### config.mk
export PLATFORM = sky130hd
export DESIGN_NAME = agar_fifo
export DESIGN_NICKNAME = d
export VERILOG_FILES = /design/src/hdl/agar_pkg.sv /design/src/hdl/agar_fifo.sv
export VERILOG_INCLUDE_DIRS = /design/src /design/src/hdl
export SDC_FILE = /design/constraint.sdc
export NUM_CORES = 1
export LEC_CHECK = 0
export ABC_AREA = 1
export BUFFER_PORTS_ARGS = -buffer_cell sky130_fd_sc_hd__buf_2
export CORE_ASPECT_RATIO = 1.75
export CORE_MARGIN = 1.5
export CORE_UTILIZATION = 28
export CTS_CLUSTER_DIAMETER = 60
export DETAILED_ROUTE_END_ITERATION = 12
export PLACE_DENSITY = 0.51
export SYNTH_ARGS = -nofsm -noshare
export SYNTH_HDL_FRONTEND = slang
export SYNTH_SLANG_ARGS = --single-unit
### constraint.sdc
create_clock -name clk -period 2.1 [get_ports clk]
set_input_delay 0.42 -clock clk [delete_from_list [all_inputs] [get_ports clk]]
set_output_delay 0.42 -clock clk [all_outputs]
set_load 0.01 [all_outputs]
### src/hdl/affine_gap_alignment_rescore_defines.svh
// Assertion macros shared by the affine gap rescoring modules.
`ifndef AFFINE_GAP_ALIGNMENT_RESCORE_DEFINES_SVH
`define AFFINE_GAP_ALIGNMENT_RESCORE_DEFINES_SVH

// The consequent holds in the same cycle as the antecedent.
`define AGAR_ASSERT_IMPL(label, ante, cons) \
    label: assert property (@(posedge clk) disable iff (!rst_n) (ante) |-> (cons)) \
        else $error("Assertion failed.");

// The consequent holds in the cycle after the antecedent.
`define AGAR_ASSERT_NEXT(label, ante, cons) \
    label: assert property (@(posedge clk) disable iff (!rst_n) (ante) |=> (cons)) \
        else $error("Assertion failed.");

`endif

### src/hdl/agar_pkg.sv
// Shared types, constants and the residue lookup of the affine gap rescorer.
package agar_pkg;

    localparam int ALPHABET_LEN = 24;
    localparam logic [8*ALPHABET_LEN-1:0] ALPHABET_STR = "ARNDCQEGHILKMFPSTWYVBZX*";
    localparam logic [7:0] GAP_CHAR = 8'h2D;

    localparam int CHAR_W = 8;
    localparam int IDX_W = 5;
    localparam int SCORE_W = 32;
    localparam int VALUE_W = 8;
    localparam int PEN_W = 8;
    localparam int CFG_INDEX_W = 1;
    localparam int CFG_DATA_W = 8;
    localparam int FIFO_DEPTH = 4;

    localparam logic CMD_WRITE = 1'b0;
    localparam logic CMD_PAIR = 1'b1;

    localparam logic [CFG_INDEX_W-1:0] REG_GAP_OPEN = 1'b0;
    localparam logic [CFG_INDEX_W-1:0] REG_GAP_EXTEND = 1'b1;

    localparam logic [PEN_W-1:0] GAP_OPEN_RESET = 8'd11;
    localparam logic [PEN_W-1:0] GAP_EXTEND_RESET = 8'd1;

    typedef enum logic [2:0] {
        KIND_SKIP  = 3'd0,
        KIND_WRITE = 3'd1,
        KIND_QGAP  = 3'd2,
        KIND_SGAP  = 3'd3,
        KIND_PAIR  = 3'd4
    } item_kind_t;

    typedef enum logic [1:0] {
        SIDE_NONE    = 2'b00,
        SIDE_QUERY   = 2'b01,
        SIDE_SUBJECT = 2'b10
    } gap_side_t;

    typedef struct packed {
        item_kind_t               kind;
        logic                     last;
        logic signed [VALUE_W-1:0] value;
    } entry_t;

    typedef struct packed {
        logic             found;
        logic [IDX_W-1:0] idx;
    } residue_t;

    function automatic residue_t residue_lookup(input logic [CHAR_W-1:0] c);
        residue_t r;
        r = '0;
        for (int i = ALPHABET_LEN - 1; i >= 0; i--)
        begin
            if (ALPHABET_STR[CHAR_W*(ALPHABET_LEN-1-i) +: CHAR_W] == c)
            begin
                r.found = 1'b1;
                r.idx = IDX_W'(i);
            end
        end
        return r;
    endfunction

endpackage

### src/hdl/agar_fifo.sv
// Short queue of classified words between the front and back parts.
`include "affine_gap_alignment_rescore_defines.svh"

module agar_fifo
    import agar_pkg::*;
#(
    parameter int WIDTH = 22
)
(
    input  logic             clk,
    input  logic             rst_n,
    input  logic             push,
    input  logic [WIDTH-1:0] wr_data,
    input  logic             pop,
    output logic [WIDTH-1:0] rd_data,
    output logic             full,
    output logic             empty
);

    localparam int PTR_W = $clog2(FIFO_DEPTH);
    localparam int CNT_W = $clog2(FIFO_DEPTH + 1);

    logic [WIDTH-1:0] mem [FIFO_DEPTH];
    logic [PTR_W-1:0] wr_ptr_reg;
    logic [PTR_W-1:0] wr_ptr_next;
    logic [PTR_W-1:0] rd_ptr_reg;
    logic [PTR_W-1:0] rd_ptr_next;
    logic [CNT_W-1:0] count_reg;
    logic [CNT_W-1:0] count_next;

    assign full = (count_reg == CNT_W'(FIFO_DEPTH));
    assign empty = (count_reg == '0);
    assign rd_data = mem[rd_ptr_reg];

    always_comb
    begin
        wr_ptr_next = push ? PTR_W'(wr_ptr_reg + 1'b1) : wr_ptr_reg;
        rd_ptr_next = pop ? PTR_W'(rd_ptr_reg + 1'b1) : rd_ptr_reg;
        count_next = count_reg;
        if (push && !pop)
        begin
            count_next = CNT_W'(count_reg + 1'b1);
        end
        else if (pop && !push)
        begin
            count_next = CNT_W'(count_reg - 1'b1);
        end
    end

    always_ff @(posedge clk or negedge rst_n)
    begin
        if (!rst_n)
        begin
            wr_ptr_reg <= '0;
            rd_ptr_reg <= '0;
            count_reg <= '0;
        end
        else
        begin
            wr_ptr_reg <= wr_ptr_next;
            rd_ptr_reg <= rd_ptr_next;
            count_reg <= count_next;
        end
    end

    always_ff @(posedge clk)
    begin
        if (push)
        begin
            mem[wr_ptr_reg] <= wr_data;
        end
    end

    `AGAR_ASSERT_IMPL(a_no_push_full, push, !full)
    `AGAR_ASSERT_IMPL(a_no_pop_empty, pop, !empty)
    `AGAR_ASSERT_NEXT(a_fills_up, push && !pop && count_reg == CNT_W'(FIFO_DEPTH - 1), full)

endmodule

==> results of run 1 <==
-- stage by stage --
step / total power, mW / utilization, %
floorplan: 4.357 / -
global placement: 4.968 / 31.74
detailed placement: 5.035 / 31.74
CTS: 6.627 / 33.88
global route: 7.055 / 34.11
finish: 6.612 / 34.11
-- power breakdown --
| group | internal [mW] | switching (mW) | total (mW) | leakage [nW] |
|---|---|---|---|---|
| Clock | 0.832 | 0.746 | 1.58 | 0.137 |
| Combinational | 0.888 | 1.48 | 2.36 | 0.942 |
| Sequential | 2.50 | 0.170 | 2.67 | 0.890 |
-- worst paths after layout --
path | cells after the start | start | slack, ps | end
hold reg to reg | 2 | count_reg[2] | 520 | count_reg[2]
setup / recovery | 4 | rd_ptr_reg[0] | 70 | rd_data[8]
setup reg to reg | 5 | wr_ptr_reg[0] | 640 | mem[2][19]
max in group asynchronous | 2 | rst_n | 1470 | rd_ptr_reg[0]
hold / removal | 1 | wr_data[9] | 290 | mem[3][9]
min in group asynchronous | 2 | rst_n | 440 | count_reg[1]
-- critical path, stage by stage (launching register included) --
cell	delay (ps)
dfrtp_4	540
clkbuf_16	260
o211ai_1	220
nand2_1	90
buf_2	140
-- cells by family after synthesis --
group | after synthesis | synth area share (%)
xor gates and xnor gates | 4 | 0.8668
and+or+nand+nor | 83 | 7.861
adders and majority gates | 6 | 2.043
AOI/OAI and AO/OA | 45 | 10.52
DFF | 95 | 69.70
buffers and inverters | 71 | 9.006
-- cells in the final DEF (no fill, tap or decap) --
cell type | Yosys | final
o211ai_2 | 18 | 18
nand3_1 | 1 | 1
xnor2_1 | 1 | 1
xor2_1 | 3 | 3
buf_2 | 2 | 49
o21ai_1 | 1 | 1
inv_8 | 0 | 2
inv_2 | 1 | 1
buf_12 | 0 | 1
dfrtp_4 | 0 | 1
o211ai_1 | 26 | 26
nand2_1 | 79 | 79
dfrtp_1 | 7 | 6
clkbuf_16 | 0 | 10
edfxtp_1 | 88 | 88
clkinvlp_4 | 0 | 2
nor3_1 | 2 | 2
ha_1 | 5 | 5
inv_1 | 55 | 55
buf_16 | 0 | 1
dlygate4sd3_1 | 0 | 1
inv_6 | 0 | 3
nand4_1 | 1 | 1
fa_1 | 1 | 1
buf_4 | 0 | 5
-- what timing repair did --
item / in CTS / in global routing
endpoints found under the setup margin: 0 / 5
resized for setup: 0 / 1
endpoints found under the hold margin: 7 / 0
hold buffers: 1 / 0
-- area by class of cell --
type	count	area, um^2
sequential	95	2821
clock inverter	7	63.81
multi-input combinational	138	860.8
timing repair buffer	58	365.4
tap	177	221.5
fill	1418	9210
clock buffer	9	225.2
inverter	56	210.2
-- layer usage --
metal | vias up | GRT usage (%) | wire length, um
met5 | - | 0 | 0
met4 | 0 | 5.699 | 187
met3 | 11 | 2.715 | 283
met2 | 37 | 19.27 | 4415
met1 | 1142 | 11.53 | 3135
li1 | 1144 | - | -
==> out/results.tsv, run 1 <==
metric	value	unit
outcome	complete, no violations	
crit_arrival	1610	ps
yosysWarningCount	0	
p_per_area	1387	nW/um^2
p_leak	1.969	nW
drt_iter0_markers	120	
setup_viol	0	
cts_tree	yes	
ys_types	19	
worst_pin_slew	382.3	ps
firstDrtPassIters	4	
postPlaceCellArea	4437	um^2
routed_wl	8022	um
cts_setup_buffers	0	
clk_path_buf_depth	2	
rows	57	
slew_violations	0	
grt_start_max_net_pins	89	
hold_violations	0	
synth_common_cells	edfxtp_1 (88), nand2_1 (79), inv_1 (55), o211ai_1 (26), o211ai_2 (18)	
die_h	162.0	um
ir_drop	0.5316	mV
grt_pass1_wl	12070	um
syn_nets	336	
gp_congestion	0.6714	
synthCells	304	
diodes	0	
setup_tns	0	ps
yosysTopAreaCellShare	65.37	%
endpoint_kind	primary output	
synth_flop_cell	edfxtp_1	
relSlewSlack	74.51	%
wire_per_inst	14.86	um
ys_ff_latch	95	
ys_seq_area_share	69.70	%
antenna_found_initial	0	
numCtsBuffers	9	
design_area	4768	um^2
syn_area	4043	um^2
die-area	15200	um^2
drive_above_1_share	25.62	%
required	1680	ps
hold_ws	288.7	ps
async_flop_share	7.368	%
synth.area.top_cells	edfxtp_1 (65%), nand2_1 (7.3%), o211ai_2 (5.6%), inv_1 (5.1%), o211ai_1 (4.8%)	
dp_slack	438.2	ps
clock_latency	340	ps
grt_use_total	10.82	%
synth_edf_count	88	
rsz0062_at_grt	no	
htree_levels	3	
fin_crit_sh	96.60	%
largest_reg_flops	88	
grt_pass1_vias	2319	
core-area	13980	um^2
ioPinCount	50	
die_width	93.83	um
cts_root_buffer	clkbuf_16	
synth.most_common_cell	edfxtp_1	
path_max_fanout	44	
via_per_inst	4.322	
syn_avg_cell_area	13.30	um^2
start_util	28.92	%
grt.overflow.total	0	
layout.cells.non_filler	540	
clk_pin_slew	70	ps
cp-start-kind	flip-flop	
finalCriticalPeriod	2029	ps
fin_nets	390	
drc	0	
cap_violations	0	
port_buffers	49	
vias	2334	
place_inst	522	
syn_to_final_growth	17.95	%
worst_clock_skew	3.979	ps
cts_num_sinks	95	
hold_path_class	input port to flip-flop	
final_antenna_net_count	0	
worstSetupPathType	flip-flop to primary output	
max_freq	492.9	MHz
worst_slack	71.38	ps
synth_top_area_cell	edfxtp_1	
dpl.hpwl	4838	um
No activity file was read; power rests on OpenSTA's default activity.
==> inputs of run 2 (changes only) <==
Clock period 2.1 ns to 2.55 ns, I/O delays scaled along.
==> run 2 against run 1 <==
  * Clock-buffer cell count is the same
  * Non-clock buffer count is 1 higher
  * Hold slack worse by 280 ps
  * Global-route usage is 0.50 points higher
  * Final cell count grew 0.37%
  * Worst setup slack improved by 240 ps
  * Design area decreased by 0.37%
  * Largest power group unchanged
==> out/results.tsv, run 2 (same netlist as run 1, synthesis figures left out) <==
metric	value	unit
routed_wl	7784	um
clk_pin_slew	60	ps
outcome	complete, no violations	
die_width	93.83	um
port_buffers	49	
htree_levels	3	
drc	0	
worstSetupPathType	flip-flop to primary output	
numCtsBuffers	9	
p_sw	1.849	mW
vias	2319	
final_util	33.99	%
p_sw_share	34.58	%
multi_input_area	860.8	um^2
top_layer_used	met4	
power.clock.fraction	24.0	%
setup_viol	0	
hold_path_class	input port to asynchronous set/reset pin	
setup_tns	0	ps
gp_congestion	0.7081	
die-area	15200	um^2
ir_drop	0.4119	mV
via_per_inst	4.279	
dpl.hpwl	5282	um
seqCellArea	2821	um^2
drt_iter0_markers	81	
wl_met2	4254	um
worst_clock_skew	5.142	ps
p_comb_share	33.7	%
path_max_fanout	35	
grt.overflow.total	0	
core-area	13980	um^2
cts_num_sinks	95	
endpoint_kind	primary output	
cp-start-kind	flip-flop	
die_h	162.0	um
mostFrequentLayoutCells	edfxtp_1 (88), nand2_1 (79), inv_1 (55)	
max_freq	446.7	MHz
required	2040	ps
m1WireLength	3070	um
rsz0062_at_grt	no	
clock_latency	330	ps
hold_violations	0	
grt_start_max_net_pins	36	
n_fill_cell	1430	
final_common_cell	edfxtp_1	
crit_arrival	1730	ps
hold_buffers	0	
dp_slack	647.0	ps
largest_reg_flops	88	
fin_crit_sh	87.78	%
cap_violations	0	
start_util	28.92	%
wire_per_inst	14.36	um
relSlewSlack	57.77	%
antenna_found_initial	1	
worst_slack	311.6	ps
p_per_area	1126	nW/um^2
p_leak	1.966	nW
cts_setup_buffers	0	
firstDrtPassIters	4	
grt_use_total	11.32	%
cts_root_buffer	clkbuf_16	
layout.cells.non_filler	542	
finalCriticalPeriod	2238	ps
cts-resized-gates	0	
ioPinCount	50	
slew_violations	0	
cts_tree	yes	
final_antenna_net_count	0	
grt_pass1_wl	12890	um
worst_pin_slew	632.5	ps
fin_nets	391	
cellInternalPower	3.499	mW
rows	57	
place_inst	525	
clk_path_buf_depth	2	
p_seq_share	42.3	%
dr_wl_met3	228	um
grt_pass1_vias	2522	
drive_above_1_share	25.55	%
syn_to_final_growth	17.52	%
-- run 2: path summary, 6_finish.rpt --
kind	from	end	slack, ps	cells after the start
setup / recovery	rd_ptr_reg[0]	rd_data[4]	310	5
hold / removal	rst_n	count_reg[0]	4	1
setup reg to reg	wr_ptr_reg[0]	mem[2][18]	1000	5
hold reg to reg	count_reg[2]	count_reg[2]	530	2
max in group asynchronous	rst_n	rd_ptr_reg[0]	2360	1
min in group clk	wr_data[9]	mem[1][9]	390	1
-- run 2: critical path: stages (launching register included) --
cell and delay [ps]:
dfrtp_4 670, buf_4 320, nand2_1 100, o211ai_1 80, nand2_1 70, buf_2 140
-- run 2: final cells by class --
cell class,instances,area share [%]
Clock inverter,7,1.343
Timing Repair Buffer,59,7.269
Antenna cell,1,0.05267
Multi-Input combinational cell,138,18.12
Sequential cell,95,59.39
Tap cell,177,4.662
Inverter,56,4.425
Clock buffer,9,4.741
-- run 2: routing by layer --
| layer | global-route usage [%] | vias to the layer above |
|---|---|---|
| met2 | 20.59 | 40 |
| met1 | 12.31 | 1121 |
| met4 | 6.038 | 0 |
| li1 | - | 1146 |
| met3 | 1.779 | 12 |
| met5 | 0 | - |
-- run 2: power groups by stage --
stage	combinational, mW	clock (mW)	sequential, mW
floorplan	1.41	0	2.18
global placement	1.83	0	2.29
detailed placement	1.86	0	2.30
CTS	1.86	1.32	2.27
global route	2.05	1.37	2.31
finish	1.80	1.28	2.26
-- run 2: per-stage QoR --
stage / power (mW) / area (um^2) / hold slack, ps
after global placement: 4.120 / 4459 / 361.0
after detailed placement: 4.158 / 4459 / 360.0
after floorplan: 3.588 / 4043 / 214.4
after CTS: 5.448 / 4748 / 0.3903
after global routing: 5.733 / 4751 / 13.98
final: 5.348 / 4751 / 4.467
