$ cat src/hdl/affine_gap_alignment_rescore_defines.svh
// Assertion macros shared by the affine gap rescoring modules.
`ifndef AFFINE_GAP_ALIGNMENT_RESCORE_DEFINES_SVH
`define AFFINE_GAP_ALIGNMENT_RESCORE_DEFINES_SVH

// The consequent holds in the same cycle as the antecedent.
`define AGAR_ASSERT_IMPL(label, ante, cons) \
    label: assert property (@(posedge clk) disable iff (!rst_n) (ante) |-> (cons)) \
        else $error("Assertion failed.");

// The consequent holds in the cycle after the antecedent.
`define AGAR_ASSERT_NEXT(label, ante, cons) \
    label: assert property (@(posedge clk) disable iff (!rst_n) (ante) |=> (cons)) \
        else $error("Assertion failed.");

`endif

$ cat src/hdl/agar_pkg.sv
// Shared types, constants and the residue lookup of the affine gap rescorer.
package agar_pkg;

    localparam int ALPHABET_LEN = 24;
    localparam logic [8*ALPHABET_LEN-1:0] ALPHABET_STR = "ARNDCQEGHILKMFPSTWYVBZX*";
    localparam logic [7:0] GAP_CHAR = 8'h2D;

    localparam int CHAR_W = 8;
    localparam int IDX_W = 5;
    localparam int SCORE_W = 32;
    localparam int VALUE_W = 8;
    localparam int PEN_W = 8;
    localparam int CFG_INDEX_W = 1;
    localparam int CFG_DATA_W = 8;
    localparam int FIFO_DEPTH = 4;

    localparam logic CMD_WRITE = 1'b0;
    localparam logic CMD_PAIR = 1'b1;

    localparam logic [CFG_INDEX_W-1:0] REG_GAP_OPEN = 1'b0;
    localparam logic [CFG_INDEX_W-1:0] REG_GAP_EXTEND = 1'b1;

    localparam logic [PEN_W-1:0] GAP_OPEN_RESET = 8'd11;
    localparam logic [PEN_W-1:0] GAP_EXTEND_RESET = 8'd1;

    typedef enum logic [2:0] {
        KIND_SKIP  = 3'd0,
        KIND_WRITE = 3'd1,
        KIND_QGAP  = 3'd2,
        KIND_SGAP  = 3'd3,
        KIND_PAIR  = 3'd4
    } item_kind_t;

    typedef enum logic [1:0] {
        SIDE_NONE    = 2'b00,
        SIDE_QUERY   = 2'b01,
        SIDE_SUBJECT = 2'b10
    } gap_side_t;

    typedef struct packed {
        item_kind_t               kind;
        logic                     last;
        logic signed [VALUE_W-1:0] value;
    } entry_t;

    typedef struct packed {
        logic             found;
        logic [IDX_W-1:0] idx;
    } residue_t;

    function automatic residue_t residue_lookup(input logic [CHAR_W-1:0] c);
        residue_t r;
        r = '0;
        for (int i = ALPHABET_LEN - 1; i >= 0; i--)
        begin
            if (ALPHABET_STR[CHAR_W*(ALPHABET_LEN-1-i) +: CHAR_W] == c)
            begin
                r.found = 1'b1;
                r.idx = IDX_W'(i);
            end
        end
        return r;
    endfunction

endpackage

$ cat src/hdl/agar_front.sv
// Front part: takes input words, classifies them and forms table addresses.
module agar_front
    import agar_pkg::*;
#(
    parameter int ALPHABET_SIZE = 24,
    parameter int ADDR_W = 10
)
(
    input  logic                      clk,
    input  logic                      rst_n,
    input  logic                      in_valid,
    output logic                      in_stall,
    input  logic                      command,
    input  logic [CHAR_W-1:0]         query_char,
    input  logic [CHAR_W-1:0]         subject_char,
    input  logic [IDX_W-1:0]          table_row,
    input  logic [IDX_W-1:0]          table_col,
    input  logic signed [VALUE_W-1:0] table_value,
    input  logic                      last_pair,
    input  logic                      fifo_full,
    output logic                      push,
    output entry_t                    entry,
    output logic [ADDR_W-1:0]         addr
);

    localparam logic [IDX_W:0] SIZE_LIMIT = (IDX_W + 1)'(ALPHABET_SIZE);

    logic              front_valid_reg;
    logic              front_valid_next;
    entry_t            entry_reg;
    entry_t            entry_next;
    logic [ADDR_W-1:0] addr_reg;
    logic [ADDR_W-1:0] addr_next;
    logic              accept;
    residue_t          res_q;
    residue_t          res_s;
    logic              known_q;
    logic              known_s;
    logic [IDX_W-1:0]  sel_row;
    logic [IDX_W-1:0]  sel_col;

    assign in_stall = front_valid_reg && fifo_full;
    assign accept = in_valid && !in_stall;
    assign push = front_valid_reg && !fifo_full;
    assign entry = entry_reg;
    assign addr = addr_reg;

    always_comb
    begin
        res_q = residue_lookup(query_char);
        res_s = residue_lookup(subject_char);
        known_q = res_q.found && ({1'b0, res_q.idx} < SIZE_LIMIT);
        known_s = res_s.found && ({1'b0, res_s.idx} < SIZE_LIMIT);
        entry_next.value = table_value;
        entry_next.last = 1'b0;
        entry_next.kind = KIND_SKIP;
        sel_row = res_q.idx;
        sel_col = res_s.idx;
        if (command == CMD_WRITE)
        begin
            sel_row = table_row;
            sel_col = table_col;
            if (({1'b0, table_row} < SIZE_LIMIT) && ({1'b0, table_col} < SIZE_LIMIT))
            begin
                entry_next.kind = KIND_WRITE;
            end
        end
        else
        begin
            entry_next.last = last_pair;
            if (query_char == GAP_CHAR)
            begin
                entry_next.kind = KIND_QGAP;
            end
            else if (subject_char == GAP_CHAR)
            begin
                entry_next.kind = KIND_SGAP;
            end
            else if (known_q && known_s)
            begin
                entry_next.kind = KIND_PAIR;
            end
        end
        addr_next = ADDR_W'(ADDR_W'(sel_row) * ADDR_W'(ALPHABET_SIZE) + ADDR_W'(sel_col));
        front_valid_next = accept || (front_valid_reg && fifo_full);
    end

    always_ff @(posedge clk or negedge rst_n)
    begin
        if (!rst_n)
        begin
            front_valid_reg <= 1'b0;
        end
        else
        begin
            front_valid_reg <= front_valid_next;
        end
    end

    always_ff @(posedge clk)
    begin
        if (accept)
        begin
            entry_reg <= entry_next;
            addr_reg <= addr_next;
        end
    end

endmodule

$ cat config.mk
export PLATFORM = sky130hd
export DESIGN_NAME = agar_front
export DESIGN_NICKNAME = d
export VERILOG_FILES = /design/src/hdl/affine_gap_alignment_rescore_defines.svh /design/src/hdl/agar_pkg.sv /design/src/hdl/agar_front.sv
export SDC_FILE = /design/constraint.sdc
export NUM_CORES = 1
export LEC_CHECK = 0
export BUFFER_PORTS_ARGS = -buffer_cell sky130_fd_sc_hd__buf_4
export CORE_ASPECT_RATIO = 0.6
export CORE_MARGIN = 4
export CORE_UTILIZATION = 40
export CTS_CLUSTER_SIZE = 10
export DETAILED_ROUTE_END_ITERATION = 7
export PLACE_DENSITY_LB_ADDON = 0.05
export SLEW_MARGIN = 5
export SYNTH_ARGS = -nofsm -noshare
export SYNTH_HDL_FRONTEND = slang
export SYNTH_SLANG_ARGS = --single-unit
export TNS_END_PERCENT = 100
$ cat constraint.sdc
create_clock -name clk -period 1.9 [get_ports clk]
set_clock_uncertainty 0.15 [all_clocks]
set_input_delay 0.095 -clock clk [delete_from_list [all_inputs] [get_ports clk]]
set_output_delay 0.095 -clock clk [all_outputs]
set_load 0.03 [all_outputs]
==> flow_summary.json, run 1 <==
{
  "cp_data_required_time_ps": 1760,
  "arrival_ps": 3490,
  "finalCritPeriodShare": 1.912,
  "critPathBufInv": 2,
  "clockPowerShare": 0.164,
  "gp_congestion": 0.9344,
  "clkSinkCount": 23,
  "dp_hpwl_mm": 5.979,
  "io_pins": 64,
  "initial_core_util": 0.4325,
  "final_cell_mix": "buf_4, nor2_1, edfxtp_1",
  "fp-row-count": 20,
  "cp-start-kind": "input port",
  "violations": "setup timing",
  "grt_pass1_wl_mm": 12.55,
  "synth_edf_count": 22,
  "synth_area_per_cell_um2": 8.885,
  "crit_type": "in -> reg",
  "vdd.ir_drop.worst_mv": 0.2864,
  "drc": 0,
  "overflow": 0,
  "fp.dieH_um": 66.53,
  "drive_gt1_frac": 0.5289,
  "io_buffers": 63,
  "worst_slack_ps": -1733,
  "antenna-diode-count": 0,
  "drtPass1Iterations": 5,
  "gr-usage-met1": 0.3101,
  "drtAntennaViolNets": 0,
  "vias": 2739,
  "place_ws_ps": -2124,
  "dieArea_um2": 7021,
  "switching_power_uw": 620.4,
  "insertion_delay_ps": 270,
  "synth_nets": 307,
  "fill_cells": 388,
  "path_delay_family": "simple AND/OR/NAND/NOR gates",
  "initialDrtViolationCount": 207,
  "power_frac_seq": 0.332,
  "yosysSeqAreaShare": 0.3003,
  "crit_fanout": 5,
  "max_freq_mhz": 275.3,
  "cap_violations": 0,
  "endpoint_kind": "flip-flop",
  "cts_inserted_buffers": 3,
  "synth_area_um2": 2283,
  "largest_register_ffs": 12,
  "wl_per_cell_um": 15.73,
  "crit_chain": "buf_8 -> nand4bb_4 -> or3_4 -> o22ai_2 -> a21oi_2 -> buf_4 -> o32a_1 -> fa_2 -> nand2b_4 -> a21oi_4 -> mux2_4 -> a311oi_4 -> a21boi_1 -> or4b_4",
  "syn_to_final_growth_pct": 78.63,
  "wl_mm": 8.021,
  "setup_viol": 7,
  "synth_cells": 257,
  "grt_usage": 0.2221,
  "slowest_delay_ps": 530,
  "power.leakage_nw": 1.776,
  "met2_usage": 0.3675,
  "worstMarginPinSlew_ps": 491.6,
  "ys.flop_type": "edfxtp_1",
  "cts_tree": "built",
  "synth_cell_types": 70,
  "coreArea_um2": 5280,
  "cp_slowest_cell": "or4b_4",
  "layout_commonest_cell": "buf_4",
  "clkSlewWorstSetupHoldPaths_ps": 80,
  "power_density_nw_per_um2": 456.0,
  "slew_headroom": 0.6722,
  "grt_pass1_vias": 2651,
  "power_frac_comb": 0.503,
  "yosysWarningCount": 0,
  "hold_class": "in -> reg",
  "antenna_found_initial": 0,
  "ys_async_sr_fraction": 0.04348,
  "busiest_layer": "met2",
  "internal-power_mw": 1.240,
  "status": "finished with violations",
  "setup_tns_ps": -6484,
  "hold_viol_final": 0,
  "finalCoreUtilization": 0.7725,
  "clock-root-buffer": "clkbuf_8",
  "power_mw": 1.860,
  "met3_usage": 0.04840,
  "drv_slew": 0,
  "vias_per_cell": 5.371,
  "grt_setup_unrepaired": "yes",
  "htreeDepth": 1,
  "nNetsFinal": 484,
  "cts_buffer_depth": 2,
  "ys_seq_elements": 23,
  "die_x_um": 105.5,
  "finalWorstPathRequiredPeriod_ps": 3633,
  "swShare": 0.3336,
  "grt_max_degree": 23
}
[cell usage after synthesis (4+ instances only)]
| master | count | area (um2) |
|---|---|---|
| nand2b_1 | 8 | 50.05 |
| o22ai_1 | 7 | 43.79 |
| o21ai_0 | 9 | 45.04 |
| nor2_1 | 24 | 90.09 |
| a21oi_1 | 22 | 110.1 |
| clkbuf_1 | 9 | 33.78 |
| a32oi_1 | 4 | 35.03 |
| xnor2_1 | 5 | 43.79 |
| ha_1 | 8 | 100.1 |
| nand2_1 | 19 | 71.32 |
| inv_1 | 12 | 45.04 |
| edfxtp_1 | 22 | 660.6 |
| nor3_1 | 8 | 40.04 |
| nand3_1 | 7 | 35.03 |
[metrics by stage]
step | cell area, um2 | instances | hold slack [ps]
after floorplan | 2337 | 257 | -350.6
after global placement | 3595 | 482 | -279.0
after detailed placement | 3595 | 482 | -278.2
after CTS | 3941 | 505 | 9.328
after global routing | 4079 | 510 | 35.44
final | 4079 | 510 | 16.71
[cell type report]
class / count / area, um2 / area share
Tap cell: 77 / 96.34 / 0.02362
Timing Repair Buffer: 187 / 1501 / 0.3681
Multi-Input combinational cell: 205 / 1697 / 0.4160
Clock inverter: 1 / 5.005 / 0.001227
Inverter: 14 / 52.55 / 0.01288
Sequential cell: 23 / 685.7 / 0.1681
Clock buffer: 3 / 41.29 / 0.01012
[layer usage]
metal,share of wire,wire length (um),vias up
met2,0.46,3657,136
met1,0.45,3595,1251
met5,0,0,-
met3,0.086,690,12
li1,-,-,1340
met4,0.0097,78,0
[path summary, 6_finish.rpt]
| kind | from | endpoint | slack, ps | cells after the start |
|---|---|---|---|---|
| max in group asynchronous | rst_n | front_valid_reg | 900 | 3 |
| setup / recovery | query_char[5] | addr[9] | -1730 | 14 |
| hold / removal | table_col[2] | addr[2] | 20 | 3 |
| hold reg to reg | front_valid_reg | front_valid_reg | 500 | 2 |
| setup reg to reg | front_valid_reg | addr[7] | 430 | 3 |
| min in group asynchronous | rst_n | front_valid_reg | 580 | 3 |
[power groups by stage]
stage	clock network, mW	registers [mW]	logic [mW]
6_report	0.305	0.618	0.936
5_1_grt	0.336	0.621	1.01
3_5_place_dp	0	0.629	0.783
4_1_cts	0.316	0.618	0.856
3_3_place_gp	0	0.629	0.769
2_1_floorplan	0	0.704	0.328
[worst reg2reg max path, cell delays in order, from the launching register on]
cell and delay (ps):
dfrtp_1 370, and2_1 180, nor2b_2 140, buf_4 310
[kinds of logic after synthesis]
family / Yosys count / synth area share
AND/OR/NAND/NOR: 94 / 0.2285
AO/OA/AOI/OAI: 89 / 0.2943
buffers and inverters: 29 / 0.05588
flip-flops: 23 / 0.3003
adder cells (fa/ha/maj): 10 / 0.06137
XOR/XNOR: 8 / 0.03398
multiplexers: 4 / 0.02575
[repair_timing]
item	CTS	global route
buffers inserted	7	6
hold buffers	13	0
endpoints found under the setup margin	6	9
endpoints found under the hold margin	12	0
pin swaps	20	12
resized for setup	21	21
Power figures use the tool's default switching activity.
==> inputs of run 2 (changes only) <==
==> constraint.sdc (replaced) <==
create_clock -name clk -period 1.9 [get_ports clk]
set_clock_uncertainty 0.15 [all_clocks]
set_input_delay 0.57 -clock clk [delete_from_list [all_inputs] [get_ports clk]]
set_output_delay 0.57 -clock clk [all_outputs]
set_load 0.03 [all_outputs]
==> flow_summary.json, run 2 (synthesis gave the netlist of run 1 again) <==
{
  "worst_slack_ps": -2131,
  "grt_usage": 0.2332,
  "clkSinkCount": 23,
  "hold_class": "in -> reg",
  "fp.dieH_um": 66.53,
  "drive_gt1_frac": 0.6032,
  "hold_viol_final": 0,
  "finalCritPeriodShare": 2.122,
  "wl_per_cell_um": 16.81,
  "overflow": 0,
  "power_density_nw_per_um2": 443.3,
  "cts_inserted_buffers": 3,
  "cp_data_required_time_ps": 1760,
  "largest_register_ffs": 12,
  "multiInputGateArea_um2": 1837,
  "gp_congestion": 0.9171,
  "final_cell_mix": "buf_4, edfxtp_1, nor2_1",
  "drtAntennaViolNets": 0,
  "initial_core_util": 0.4325,
  "cts_buffer_depth": 2,
  "setup_viol": 11,
  "grt_max_degree": 23,
  "slew_headroom": 0.6412,
  "slowest_delay_ps": 510,
  "seq_area_um2": 685.7,
  "vias": 2772,
  "fp-row-count": 20,
  "clock-root-buffer": "clkbuf_8",
  "crit_type": "in -> reg",
  "grt_pass1_wl_mm": 13.17,
  "vdd.ir_drop.worst_mv": 0.2612,
  "grt_pass1_vias": 2693,
  "drv_slew": 0,
  "drc": 0,
  "wl_mm": 8.541,
  "crit_chain": "buf_8 -> nor4b_4 -> buf_4 -> and3_4 -> or3_1 -> a21oi_2 -> o32ai_2 -> ha_4 -> inv_2 -> fa_2 -> nand2b_4 -> a21oi_4 -> mux2_4 -> a311oi_4 -> a21boi_1 -> or4b_1",
  "syn_to_final_growth_pct": 85.70,
  "post-place-cells": 491,
  "clkSlewWorstSetupHoldPaths_ps": 80,
  "violations": "setup timing",
  "cp-start-kind": "input port",
  "max_freq_mhz": 248.1,
  "endpoint_kind": "flip-flop",
  "dp_hpwl_mm": 6.420,
  "cap_violations": 0,
  "crit_fanout": 5,
  "antenna-diode-count": 0,
  "fill_cells": 342,
  "cp_slowest_cell": "or4b_1",
  "insertion_delay_ps": 260,
  "cts_tree": "built",
  "grt_setup_unrepaired": "yes",
  "power.leakage_nw": 1.852,
  "worstMarginPinSlew_ps": 538.1,
  "initialDrtViolationCount": 206,
  "vias_per_cell": 5.457,
  "htreeDepth": 1,
  "layout_commonest_cell": "buf_4",
  "die_x_um": 105.5,
  "place_ws_ps": -2525,
  "arrival_ps": 3890,
  "antenna_found_initial": 0,
  "status": "finished with violations",
  "io_pins": 64,
  "nNetsFinal": 482,
  "finalWorstPathRequiredPeriod_ps": 4031,
  "dieArea_um2": 7021,
  "coreArea_um2": 5280,
  "io_buffers": 63,
  "fin_cells": 508,
  "drtPass1Iterations": 5
}
[run 2: cell types whose count changed in the layout (fill, tap and decap cells not counted), sizes merged]
| cell | previous run | this run |
|---|---|---|
| buf | 174 | 184 |
| dlygate4sd3 | 13 | 1 |
[run 2: path summary, 6_finish.rpt]
check,cells past startpoint,endpoint,from,slack (ps)
min reg2reg,2,front_valid_reg,front_valid_reg,570
max in group asynchronous,2,front_valid_reg,rst_n,1060
min in group asynchronous,2,front_valid_reg,rst_n,460
max,16,addr[9],query_char[5],-2130
max reg2reg,3,addr[1],front_valid_reg,550
min,1,entry[1],table_value[1],330
[run 2: power breakdown]
part	switching [mW]	internal, mW	total (mW)
Sequential	0.0104	0.608	0.618
Clock	0.155	0.146	0.302
Combinational	0.469	0.491	0.960
[run 2: final cells by class]
class | count | share of cell area
Timing Repair Buffer | 185 | 0.3591
Clock inverter | 1 | 0.001180
Inverter | 14 | 0.01239
Sequential cell | 23 | 0.1617
Tap cell | 77 | 0.02272
Multi-Input combinational cell | 205 | 0.4332
Clock buffer | 3 | 0.009737
[run 2: what timing repair did]
item / 4_1_cts / 5_1_grt
setup endpoints to repair: 13 / 13
hold buffers: 1 / 0
resized for setup: 41 / 35
pin swaps: 29 / 17
hold endpoints to repair: 1 / 0
setup buffers: 12 / 7
[run 2: worst max-delay path: cells and delay by family]
| family | cells | cell delay (ps) |
|---|---|---|
| AND/OR/NAND/NOR | 5 | 1270 |
| AO/OA/AOI/OAI | 5 | 860 |
| adder cells (fa/ha/maj) | 2 | 530 |
| buffers and inverters | 3 | 340 |
| multiplexers | 1 | 330 |
[run 2: layer usage]
metal  up-vias  GRT usage  wire (um)  share of wire
met5         -          0          0              0
met2       107     0.3849       3994           0.47
met1      1318     0.3307       3940           0.46
met3         8    0.03679        550          0.064
met4         0    0.03554         56         0.0066
li1       1339          -          -              -
[run 2: through the flow]
| stage | power (mW) | TNS [ps] | area (um2) | hold WS, ps | utilization |
|---|---|---|---|---|---|
| 5_1_grt | 1.972 | -10420 | 4240 | 310.4 | 0.8031 |
| 6_report | 1.880 | -9685 | 4240 | 325.9 | 0.8031 |
| 3_3_place_gp | 1.428 | -13740 | 3744 | 195.4 | 0.7090 |
| 4_1_cts | 1.812 | -9416 | 4035 | 324.9 | 0.7642 |
| 2_1_floorplan | 1.042 | -9813 | 2402 | 124.4 | - |
| 3_5_place_dp | 1.446 | -14090 | 3744 | 196.7 | 0.7090 |
